[config.mk]
export PLATFORM = sky130hd
export DESIGN_NAME = fixed_timestep_accumulator
export DESIGN_NICKNAME = d
export VERILOG_FILES = /design/src/fta_pkg.sv /design/src/fta_datapath.sv /design/src/fta_ctrl.sv /design/src/fixed_timestep_accumulator.sv
export VERILOG_INCLUDE_DIRS = /design/src /design/src/src
export SDC_FILE = /design/constraint.sdc
export NUM_CORES = 1
export LEC_CHECK = 0
export ABC_AREA = 0
export BUFFER_PORTS_ARGS = -buffer_cell sky130_fd_sc_hd__buf_2
export CAP_MARGIN = 20
export CORE_UTILIZATION = 34
export CTS_CLUSTER_SIZE = 16
export DETAILED_ROUTE_END_ITERATION = 8
export PLACE_DENSITY_LB_ADDON = 0.1
export SETUP_SLACK_MARGIN = 0.15
export SYNTH_ARGS = -nofsm -noshare
export SYNTH_HDL_FRONTEND = slang
export SYNTH_SLANG_ARGS = --single-unit
[constraint.sdc]
create_clock -name clk_i -period 4.15 [get_ports clk_i]
set_input_delay 0.415 -clock clk_i [delete_from_list [all_inputs] [get_ports clk_i]]
set_output_delay 0.415 -clock clk_i [all_outputs]
set_load 0.02 [all_outputs]
[src/fixed_timestep_accumulator_macros.svh]
// Assertion helpers shared by the accumulator modules.
// Each macro expects clk_i and rst_ni to be visible in the calling module.
`ifndef FIXED_TIMESTEP_ACCUMULATOR_MACROS_SVH
`define FIXED_TIMESTEP_ACCUMULATOR_MACROS_SVH

// Same-cycle implication.
`define FTA_ASSERT_SAME(label, ante, cons, msg) \
  label: assert property (@(posedge clk_i) disable iff (!rst_ni) (ante) |-> (cons)) \
    else $error(msg);

// Next-cycle implication.
`define FTA_ASSERT_NEXT(label, ante, cons, msg) \
  label: assert property (@(posedge clk_i) disable iff (!rst_ni) (ante) |=> (cons)) \
    else $error(msg);

`endif

[src/fta_pkg.sv]
`timescale 1ns / 1ps

package fta_pkg;

  // Accumulator sizing.
  localparam int TIME_BITS = 32;
  localparam int ACC_W     = TIME_BITS + 1;
  // Wide scratch width for sums and compares of the accumulator.
  localparam int WIDE_W    = 65;

  // Field widths.
  localparam int ELAPSED_W = 32;
  localparam int PERIOD_W  = 32;
  localparam int STEPS_W   = 8;
  localparam int ALPHA_W   = 16;
  localparam int REM_W     = PERIOD_W + 1;
  localparam int FCNT_W    = $clog2(ALPHA_W);

  // Configuration port.
  localparam int CFG_IDX_W  = 2;
  localparam int CFG_DATA_W = 32;

  typedef enum logic [CFG_IDX_W-1:0] {
    REG_STEP_PERIOD = 2'd0,
    REG_MAX_STEPS   = 2'd1
  } cfg_reg_e;

  localparam logic [PERIOD_W-1:0] STEP_PERIOD_RST = 32'd16667;
  localparam logic [STEPS_W-1:0]  MAX_STEPS_RST   = 8'd5;

  // Commands from the controller to the datapath.
  typedef struct packed {
    logic load;
    logic sub;
    logic drop;
    logic frac_init;
    logic frac_step;
    logic out_load;
  } fta_cmd_t;

  // Status from the datapath to the controller.
  typedef struct packed {
    logic acc_ge_period;
    logic steps_at_max;
    logic frac_last;
  } fta_status_t;

endpackage

[src/fta_datapath.sv]
`timescale 1ns / 1ps
`include "fixed_timestep_accumulator_macros.svh"

module fta_datapath (
  input  logic                           clk_i,
  input  logic                           rst_ni,
  input  logic                           cfg_valid_i,
  input  logic [fta_pkg::CFG_IDX_W-1:0]  cfg_index_i,
  input  logic [fta_pkg::CFG_DATA_W-1:0] cfg_data_i,
  input  logic [fta_pkg::ELAPSED_W-1:0]  elapsed_i,
  input  fta_pkg::fta_cmd_t              cmd_i,
  output fta_pkg::fta_status_t           status_o,
  output logic [fta_pkg::STEPS_W-1:0]    steps_o,
  output logic [fta_pkg::ALPHA_W-1:0]    alpha_o,
  output logic                           lag_dropped_o
);
  import fta_pkg::*;

  logic [PERIOD_W-1:0] period_q;
  logic [STEPS_W-1:0]  max_steps_q;
  logic [ACC_W-1:0]    acc_q, acc_d;
  logic [STEPS_W-1:0]  cnt_q, cnt_d;
  logic                dropped_q, dropped_d;
  logic [REM_W-1:0]    rem_q, rem_d;
  logic [ALPHA_W-1:0]  quot_q, quot_d;
  logic [FCNT_W-1:0]   fcnt_q, fcnt_d;
  logic [STEPS_W-1:0]  steps_q;
  logic [ALPHA_W-1:0]  alpha_q;
  logic                lag_q;

  logic [WIDE_W-1:0]   acc_wide;
  logic [WIDE_W-1:0]   period_wide;
  logic [WIDE_W-1:0]   sum_wide;
  logic [WIDE_W-1:0]   diff_wide;
  logic                elapsed_pos;
  logic [REM_W-1:0]    rem_sh;
  logic                rem_ge;
  logic                period_zero;

  // Widened operands for the accumulator arithmetic.
  assign acc_wide    = WIDE_W'(acc_q);
  assign period_wide = WIDE_W'(period_q);
  assign elapsed_pos = !elapsed_i[ELAPSED_W-1] && (elapsed_i != '0);
  assign sum_wide    = acc_wide + WIDE_W'(elapsed_i);
  assign diff_wide   = acc_wide - period_wide;
  assign period_zero = (period_q == '0);

  // One restoring division step for the fraction.
  assign rem_sh = {rem_q[REM_W-2:0], 1'b0};
  assign rem_ge = (rem_sh >= REM_W'(period_q));

  // Status back to the controller.
  assign status_o.acc_ge_period = (acc_wide >= period_wide);
  assign status_o.steps_at_max  = (cnt_q == max_steps_q);
  assign status_o.frac_last     = (fcnt_q == FCNT_W'(ALPHA_W - 1));

  // Next-state logic of the working registers.
  always_comb begin
    acc_d     = acc_q;
    cnt_d     = cnt_q;
    dropped_d = dropped_q;
    rem_d     = rem_q;
    quot_d    = quot_q;
    fcnt_d    = fcnt_q;
    if (cmd_i.load) begin
      if (elapsed_pos) begin
        acc_d = sum_wide[ACC_W-1:0];
      end
      cnt_d     = '0;
      dropped_d = 1'b0;
    end
    if (cmd_i.sub) begin
      acc_d = diff_wide[ACC_W-1:0];
      cnt_d = cnt_q + 1'b1;
    end
    if (cmd_i.drop) begin
      acc_d     = '0;
      dropped_d = 1'b1;
    end
    if (cmd_i.frac_init) begin
      rem_d  = acc_wide[REM_W-1:0];
      quot_d = '0;
      fcnt_d = '0;
    end
    if (cmd_i.frac_step) begin
      rem_d  = rem_ge ? (rem_sh - REM_W'(period_q)) : rem_sh;
      quot_d = {quot_q[ALPHA_W-2:0], rem_ge};
      fcnt_d = fcnt_q + 1'b1;
    end
  end

  // Configuration registers and the accumulator.
  always_ff @(posedge clk_i or negedge rst_ni) begin
    if (!rst_ni) begin
      period_q    <= STEP_PERIOD_RST;
      max_steps_q <= MAX_STEPS_RST;
      acc_q       <= '0;
    end else begin
      if (cfg_valid_i && (cfg_index_i == REG_STEP_PERIOD)) begin
        period_q <= cfg_data_i[PERIOD_W-1:0];
      end
      if (cfg_valid_i && (cfg_index_i == REG_MAX_STEPS)) begin
        max_steps_q <= cfg_data_i[STEPS_W-1:0];
      end
      acc_q <= acc_d;
    end
  end

  // Working registers and the result holding registers.
  always_ff @(posedge clk_i) begin
    cnt_q     <= cnt_d;
    dropped_q <= dropped_d;
    rem_q     <= rem_d;
    quot_q    <= quot_d;
    fcnt_q    <= fcnt_d;
    if (cmd_i.out_load) begin
      steps_q <= cnt_q;
      alpha_q <= period_zero ? '0 : quot_q;
      lag_q   <= dropped_q;
    end
  end

  assign steps_o       = steps_q;
  assign alpha_o       = alpha_q;
  assign lag_dropped_o = lag_q;

  `FTA_ASSERT_NEXT(a_drop_clears, cmd_i.drop, acc_q == '0, "drop did not clear accumulator")
  `FTA_ASSERT_SAME(a_rem_below, cmd_i.frac_step && !period_zero, rem_q < REM_W'(period_q), "fraction remainder not below period")
  `FTA_ASSERT_SAME(a_sub_fits, cmd_i.sub, status_o.acc_ge_period && !status_o.steps_at_max, "subtract issued without room")

endmodule

[src/fta_ctrl.sv]
`timescale 1ns / 1ps
`include "fixed_timestep_accumulator_macros.svh"

module fta_ctrl (
  input  logic                 clk_i,
  input  logic                 rst_ni,
  input  logic                 in_valid_i,
  output logic                 in_ready_o,
  output logic                 out_valid_o,
  input  logic                 out_ready_i,
  input  fta_pkg::fta_status_t status_i,
  output fta_pkg::fta_cmd_t    cmd_o
);
  import fta_pkg::*;

  typedef enum logic [2:0] {
    ST_IDLE,
    ST_STEP,
    ST_FRAC_INIT,
    ST_FRAC,
    ST_DONE
  } state_e;

  state_e state_q, state_d;
  logic   out_valid_q, out_valid_d;
  logic   in_xfer;

  assign in_ready_o  = (state_q == ST_IDLE);
  assign out_valid_o = out_valid_q;
  assign in_xfer     = in_valid_i && in_ready_o;

  // Commands and next state.
  always_comb begin
    cmd_o       = '0;
    state_d     = state_q;
    out_valid_d = out_valid_q;
    if (out_valid_q && out_ready_i) begin
      out_valid_d = 1'b0;
    end
    case (state_q)
      ST_IDLE: begin
        if (in_xfer) begin
          cmd_o.load = 1'b1;
          state_d    = ST_STEP;
        end
      end
      ST_STEP: begin
        if (status_i.acc_ge_period && !status_i.steps_at_max) begin
          cmd_o.sub = 1'b1;
        end else begin
          cmd_o.drop = status_i.acc_ge_period;
          state_d    = ST_FRAC_INIT;
        end
      end
      ST_FRAC_INIT: begin
        cmd_o.frac_init = 1'b1;
        state_d         = ST_FRAC;
      end
      ST_FRAC: begin
        cmd_o.frac_step = 1'b1;
        if (status_i.frac_last) begin
          state_d = ST_DONE;
        end
      end
      ST_DONE: begin
        // Load the result once the holding register is free or being emptied.
        if (!out_valid_q || out_ready_i) begin
          cmd_o.out_load = 1'b1;
          out_valid_d    = 1'b1;
          state_d        = ST_IDLE;
        end
      end
      default: begin
        state_d = ST_IDLE;
      end
    endcase
  end

  // State and output valid.
  always_ff @(posedge clk_i or negedge rst_ni) begin
    if (!rst_ni) begin
      state_q     <= ST_IDLE;
      out_valid_q <= 1'b0;
    end else begin
      state_q     <= state_d;
      out_valid_q <= out_valid_d;
    end
  end

  `FTA_ASSERT_SAME(a_no_load_idle, in_ready_o, !cmd_o.out_load, "result loaded while idle")
  `FTA_ASSERT_NEXT(a_busy_after_accept, in_xfer, !in_ready_o, "ready held after transfer")
  `FTA_ASSERT_SAME(a_valid_from_load, $rose(out_valid_q), $past(cmd_o.out_load), "output valid without load")

endmodule

[src/fixed_timestep_accumulator.sv]
`timescale 1ns / 1ps
// Channel | Handshake                | Payload
// --------+--------------------------+----------------------------------
// in      | in_valid_i / in_ready_o  | elapsed_i
// out     | out_valid_o / out_ready_i| steps_o, alpha_o, lag_dropped_o
// cfg     | cfg_valid_i / cfg_ready_o| cfg_index_i, cfg_data_i
//
// One item at a time: after accept, one subtract of the period per step taken
// (at most max_steps), then setup and the 16 quotient bits of the
// shift-subtract fraction divider, and finally the result load.
// Reset clears the accumulator and loads step_period 16667, max_steps 5.
// A waiting result does not block the next transfer in; it only holds the
// next finished item in the done state, in_ready_o low, until the output register frees up.

module fixed_timestep_accumulator (
  input  logic                           clk_i,
  input  logic                           rst_ni,
  input  logic                           in_valid_i,
  output logic                           in_ready_o,
  input  logic [fta_pkg::ELAPSED_W-1:0]  elapsed_i,
  output logic                           out_valid_o,
  input  logic                           out_ready_i,
  output logic [fta_pkg::STEPS_W-1:0]    steps_o,
  output logic [fta_pkg::ALPHA_W-1:0]    alpha_o,
  output logic                           lag_dropped_o,
  input  logic                           cfg_valid_i,
  output logic                           cfg_ready_o,
  input  logic [fta_pkg::CFG_IDX_W-1:0]  cfg_index_i,
  input  logic [fta_pkg::CFG_DATA_W-1:0] cfg_data_i
);
  import fta_pkg::*;

  fta_cmd_t    cmd;
  fta_status_t status;

  // Configuration writes are always taken.
  assign cfg_ready_o = 1'b1;

  fta_ctrl u_ctrl (
    .clk_i       (clk_i),
    .rst_ni      (rst_ni),
    .in_valid_i  (in_valid_i),
    .in_ready_o  (in_ready_o),
    .out_valid_o (out_valid_o),
    .out_ready_i (out_ready_i),
    .status_i    (status),
    .cmd_o       (cmd)
  );

  fta_datapath u_datapath (
    .clk_i         (clk_i),
    .rst_ni        (rst_ni),
    .cfg_valid_i   (cfg_valid_i),
    .cfg_index_i   (cfg_index_i),
    .cfg_data_i    (cfg_data_i),
    .elapsed_i     (elapsed_i),
    .cmd_i         (cmd),
    .status_o      (status),
    .steps_o       (steps_o),
    .alpha_o       (alpha_o),
    .lag_dropped_o (lag_dropped_o)
  );

endmodule
Word level (Yosys, flattened, before mapping)

Index checks and enable logic that the tools add are counted.
Widths: inputs -> output; s select.

Register bits after elaboration: 163
Input port bits: 71
Output and inout port bits: 28
Word-level logic and storage cells: 81

$add $sub $neg: 5
Order comparisons: 2
Equality and inequality tests: 11
Multiplexer cells: 30
Reduce and logical (&&, ||, !) cells: 20

Operator list:

| kind                | count |
|---|---|
| $mux 33             | 4 |
| $mux 32             | 3 |
| $ge 33x32->1        | 2 |
| $add 33x32->33      | 1 |
| $sub 33x32->33      | 1 |
| $logic_not 32->1    | 1 |
| $mux 16             | 2 |
| $reduce_bool 32->1  | 1 |
| $sub 32x32->32      | 1 |
| $mux 8              | 2 |
| $pmux 3 s5          | 1 |
| $mux 3              | 4 |
| $mux 1              | 11 |
| $add 8x1->8 const B | 1 |
| $eq 8x8->1          | 1 |
| $mux 4              | 2 |
| $eq 3x2->1 const B  | 2 |
| $logic_and 1x1->1   | 6 |
| $ne 2x2->1 const B  | 3 |
| $reduce_bool 3->1   | 2 |
| $add 4x1->4 const B | 1 |
| $eq 4x4->1 const B  | 1 |
| $reduce_and 4->1    | 1 |
| $reduce_bool 2->1   | 2 |
| other kinds (10)    | 12 |

Longest topological paths before layout

Word-level depth: 7
Mapped depth: 14

Modules after synthesis

From an unflattened synthesis, not the netlist that was laid out.

Cells, all modules: 1371
Area total of the unflattened synthesis: 12335.6 sq um

Modules (own cells, without submodules):

| module                     | instances | cells an instance | area each (sq um) | sequential area each (sq um) |
|---|---|---|---|---|
| fta_datapath               | 1         | 1338              | 12072.8           | 4409.2 |
| fta_ctrl                   | 1         | 31                | 251.5             | 100.1 |
| fixed_timestep_accumulator | 1         | 2                 | 11.3              | 0.0 |

Least setup slack after synthesis

OpenSTA, ideal clock, no wires.

Path type: register to register
From: reg u_datapath.period_q[1]
To: reg u_datapath.rem_q[2] (data pin)
Setup time: 0.266 ns
Arrival time: 2.984 ns
Setup slack: 0.899 ns
Stages on the path, launching flop included: 14
Buffers on the path: 1
Path through: dfstp_2 -> inv_1 -> ha_1 -> nand2b_2 -> a211oi_2 -> a2111oi_4 -> o31ai_4 -> a211oi_4 -> o211ai_2 -> and3_4 -> a31oi_4 -> buf_12 -> mux2i_1 -> o21ai_1

Longest elaborated chain between the ends: 3

RTL lines:

| item                                                  | RTL line                               | RTL |
|---|---|---|
| start, declared                                       | fta_datapath.sv:19                     | `logic [PERIOD_W-1:0] period_q;` |
| start signal, assigned                                | fta_datapath.sv:100                    | `period_q <= cfg_data_i[PERIOD_W-1:0];` |
| $sub 32x32->32 / $ge 33x32->1 (equally long branches) | fta_datapath.sv:86, fta_datapath.sv:50 |  |
| $mux 32 (*)                                           | fta_datapath.sv:86                     | `rem_d = rem_ge ? (rem_sh - REM_W'(period_q)) : rem_sh;` |
| $mux 32 (*)                                           | fta_datapath.sv:85                     | `if (cmd_i.frac_step) begin` |
| net u_datapath.rem_d[2]                               | fta_datapath.sv:24                     | `logic [REM_W-1:0] rem_q, rem_d;` |
| end signal, assigned                                  | fta_datapath.sv:113                    | `rem_q <= rem_d;` |
| end, declared                                         | fta_datapath.sv:24                     |  |

The timed path passes the listed nets; every way through them passes the cells marked *.
A chain may end at the register's enable or synchronous reset.

Final worst setup path

From: reg u_datapath.period_q[1]
To: reg u_datapath.rem_q[20] (data pin)

Same word-level chain as after synthesis.

==> flow_summary.json <==
{
  "status": "finished with violations",
  "violations": "negative hold slack",
  "ctsHoldBuffers": 0,
  "ioPinCount": 99,
  "fin_ws_ns": 0.5591,
  "drtAntennaViolNets": 0,
  "cellLeakagePower_nw": 5.776,
  "period_share_pct": 86.53,
  "synth_most_common_cell": "nand2_1",
  "maxSlewViolCount": 0,
  "ys_seq_area_share_pct": 37.73,
  "area_delta_synth_final_pct": 13.65,
  "preCtsSetupSlack_ns": 0.5664,
  "synthCells": 1291,
  "cts_setup_buffers": 0,
  "synth_seq_cells": 163,
  "drt_iter0_drc": 587,
  "critPathMaxFanout": 24,
  "num_vias": 9820,
  "vdd_drop_max_uv": 301.9,
  "antenna_found_initial": 0,
  "setup_viol": 0,
  "drt_pre_antenna_iters": 5,
  "worst_ep_arrival_time_ns": 3.77,
  "dieArea_um2": 35910,
  "synth_nets": 1463,
  "setup-tns-final_ns": 0,
  "grt_pass1_vias": 9623,
  "syn_area_um2": 11950,
  "drive_gt1_share_pct": 13.91,
  "ys.flop_type": "edfxtp_1",
  "slew_headroom_pct": 44.41,
  "avgSynthCellArea_um2": 9.258,
  "synth_area_leaders": "edfxtp_1 (21%), dfrtp_1 (14%), ha_1 (10%)",
  "synth_top_area_share_pct": 21.35,
  "core-area_um2": 34540,
  "h-tree-depth": 4,
  "numCtsBuffers": 17,
  "cts_sinks": 163,
  "worst_slew_pin_slew_ns": 0.8339,
  "path_class": "register to register",
  "async_flop_share_pct": 47.24,
  "end_kind": "register",
  "clk_latency_ns": 0.44,
  "grt.overflow.total": 0,
  "power_mw": 11.72,
  "hold_viol": 10,
  "io_buffers": 97,
  "whs_ns": -0.01052,
  "antennaDiodeCount": 0,
  "wl_um": 34380,
  "post_cts_resized": 0,
  "avgRoutedWirePerCell_um": 18.59,
  "clock_skew_ns": 0.01362,
  "yosysWarnings": 0,
  "dp_hpwl_um": 27160,
  "initial_core_util_pct": 34.60,
  "synth_edf_count": 85,
  "finish.instance_area_um2": 13580,
  "drv_cap": 0,
  "worstPathRequired_ns": 4.33,
  "num-nets-final": 1554,
  "hold_path_class": "primary input to async pin",
  "fin_crit_ns": 3.591,
  "placed_area_um2": 12990,
  "clock.fmax_ghz": 0.2785,
  "die_w_um": 189.5,
  "cts_max_path_buffers": 2,
  "vias_per_cell": 5.308,
  "rows": 68,
  "clock-root-buffer": "clkbuf_16",
  "ys_top_cells_by_count": "nand2_1 (121), a21oi_1 (115), ha_1 (98)",
  "synth_cell_type_count": 80,
  "drc_errors": 0,
  "grt_usage_pct": 19.49,
  "die_h_um": 189.5,
  "p_per_area_nw_per_um2": 862.5,
  "grt_max_degree": 70,
  "place_congestion": 0.8886,
  "synth_largest_area_cell": "edfxtp_1",
  "grt_first_pass_wirelength_um": 54330,
  "rsz0062_at_grt": "no",
  "start_kind": "register",
  "clkTransAtPathRegs_ns": 0.08,
  "cts_tree": "yes"
}
==> kinds of logic (layout without fill, tap and decap cells) <==
| kind of cell | count (synthesis) | count (layout) | share of synthesized area, % |
|---|---|---|---|
| compound gates | 402 | 402 | 21.60 |
| mux | 39 | 39 | 3.360 |
| xor+xnor | 99 | 99 | 7.254 |
| buf+inv | 108 | 212 | 3.821 |
| fa+ha+maj | 101 | 101 | 10.76 |
| simple gates | 378 | 378 | 15.45 |
| other cells | 1 | 1 | 0.03137 |
| flops | 163 | 163 | 37.73 |
==> path summary, 6_finish.rpt <==
path | from | endpoint | slack, ns | cells past startpoint
max | u_datapath.period_q[1] | u_datapath.rem_q[20] | 0.56 | 13
min | rst_ni | u_datapath.acc_q[7] | -0.01 | 1
max reg2reg | u_datapath.period_q[1] | u_datapath.rem_q[20] | 0.56 | 13
min reg2reg | u_datapath.dropped_q | u_datapath.lag_dropped_o | 0.44 | 0
max in group asynchronous | rst_ni | u_datapath.period_q[8] | 3.23 | 2
min in group clk_i | cfg_data_i[27] | u_datapath.period_q[27] | 0.18 | 3
==> critical path, stage by stage (launching register included) <==
cell	delay [ns]
dfstp_2	0.56
inv_1	0.10
ha_1	0.33
nand2b_2	0.10
a211oi_2	0.10
a2111oi_4	0.42
o31ai_4	0.15
a211oi_4	0.39
o211ai_2	0.17
and3_4	0.18
a31oi_4	0.21
buf_12	0.23
nor2_2	0.07
a221o_1	0.32
==> layout by cell type (no fill, tap or decap), types with 4 or more instances in the layout <==
| cell type | synthesis | layout |
|---|---|---|
| nand2_1 | 121 | 120 |
| a21oi_1 | 115 | 115 |
| ha_1 | 98 | 98 |
| buf_2 | 3 | 96 |
| edfxtp_1 | 85 | 85 |
| nor2_1 | 80 | 79 |
| o21ai_0 | 75 | 75 |
| dfrtp_1 | 69 | 69 |
| inv_1 | 59 | 59 |
| xnor2_1 | 51 | 51 |
| xor2_1 | 48 | 48 |
| a21o_1 | 41 | 41 |
| o21ai_1 | 38 | 37 |
| nor2b_1 | 31 | 31 |
| and3_1 | 30 | 30 |
| mux2i_1 | 30 | 30 |
| nand3_1 | 28 | 28 |
| buf_4 | 1 | 20 |
| nand4_1 | 19 | 19 |
| nor4_1 | 19 | 19 |
| clkbuf_16 | 0 | 17 |
| o21a_1 | 16 | 16 |
| a211oi_1 | 15 | 15 |
| nor3_1 | 15 | 15 |
| a31oi_1 | 13 | 13 |
| o21bai_1 | 11 | 11 |
| o221ai_1 | 11 | 11 |
| nand2b_1 | 10 | 10 |
| mux2_2 | 9 | 9 |
| dfstp_2 | 8 | 8 |
| o211ai_1 | 7 | 7 |
| and2_1 | 7 | 7 |
| a22oi_1 | 7 | 7 |
| o22ai_1 | 6 | 6 |
| a221o_1 | 5 | 5 |
| o41ai_1 | 4 | 4 |
| and4_1 | 4 | 4 |
| a221oi_1 | 4 | 4 |
| inv_6 | 0 | 4 |
==> flip-flops by register name, summed over array words and instances, names as in the netlist <==
| register | flops |
|---|---|
| u_datapath.acc_q | 33 |
| u_datapath.period_q | 32 |
| u_datapath.rem_q | 32 |
| u_datapath.alpha_o | 16 |
| u_datapath.quot_q | 16 |
| u_datapath.cnt_q | 8 |
| u_datapath.max_steps_q | 8 |
| u_datapath.steps_o | 8 |
| u_datapath.fcnt_q | 4 |
| u_ctrl.state_q | 3 |
| u_ctrl.out_valid_o | 1 |
| u_datapath.dropped_q | 1 |
| u_datapath.lag_dropped_o | 1 |
==> stage by stage <==
stage | util [%] | hold slack (ns) | instances
after detailed placement | 37.61 | 0.4262 | 1817
after floorplan | - | 0.1194 | 1291
after global placement | 37.61 | 0.4238 | 1817
after global routing | 39.33 | 0.03137 | 1850
final | 39.33 | -0.01052 | 1850
after CTS | 39.28 | 0.01023 | 1849
==> routing by layer <==
metal / vias to the layer above / global-route usage, % / wire, um
met2: 214 / 29.37 / 14720
li1: 4954 / - / -
met3: 27 / 2.298 / 1210
met4: 0 / 4.342 / 403
met5: - / 0 / 0
met1: 4625 / 29.44 / 18050
==> layout make-up <==
cell class	instances	area [um^2]
clock buffers	18	439.2
multi-input cells	1020	7013
repair buffers	119	685.7
inverters	61	229.0
clock inverters	14	138.9
flip-flops and latches	163	4509
fillers	3550	20960
well taps	455	569.3
==> where the power goes <==
part	internal (mW)	switching, mW
combinational	3.01	4.10
clock	0.812	0.739
sequential	2.52	0.538
total	6.34	5.38
(Power assumes the default switching activity.)
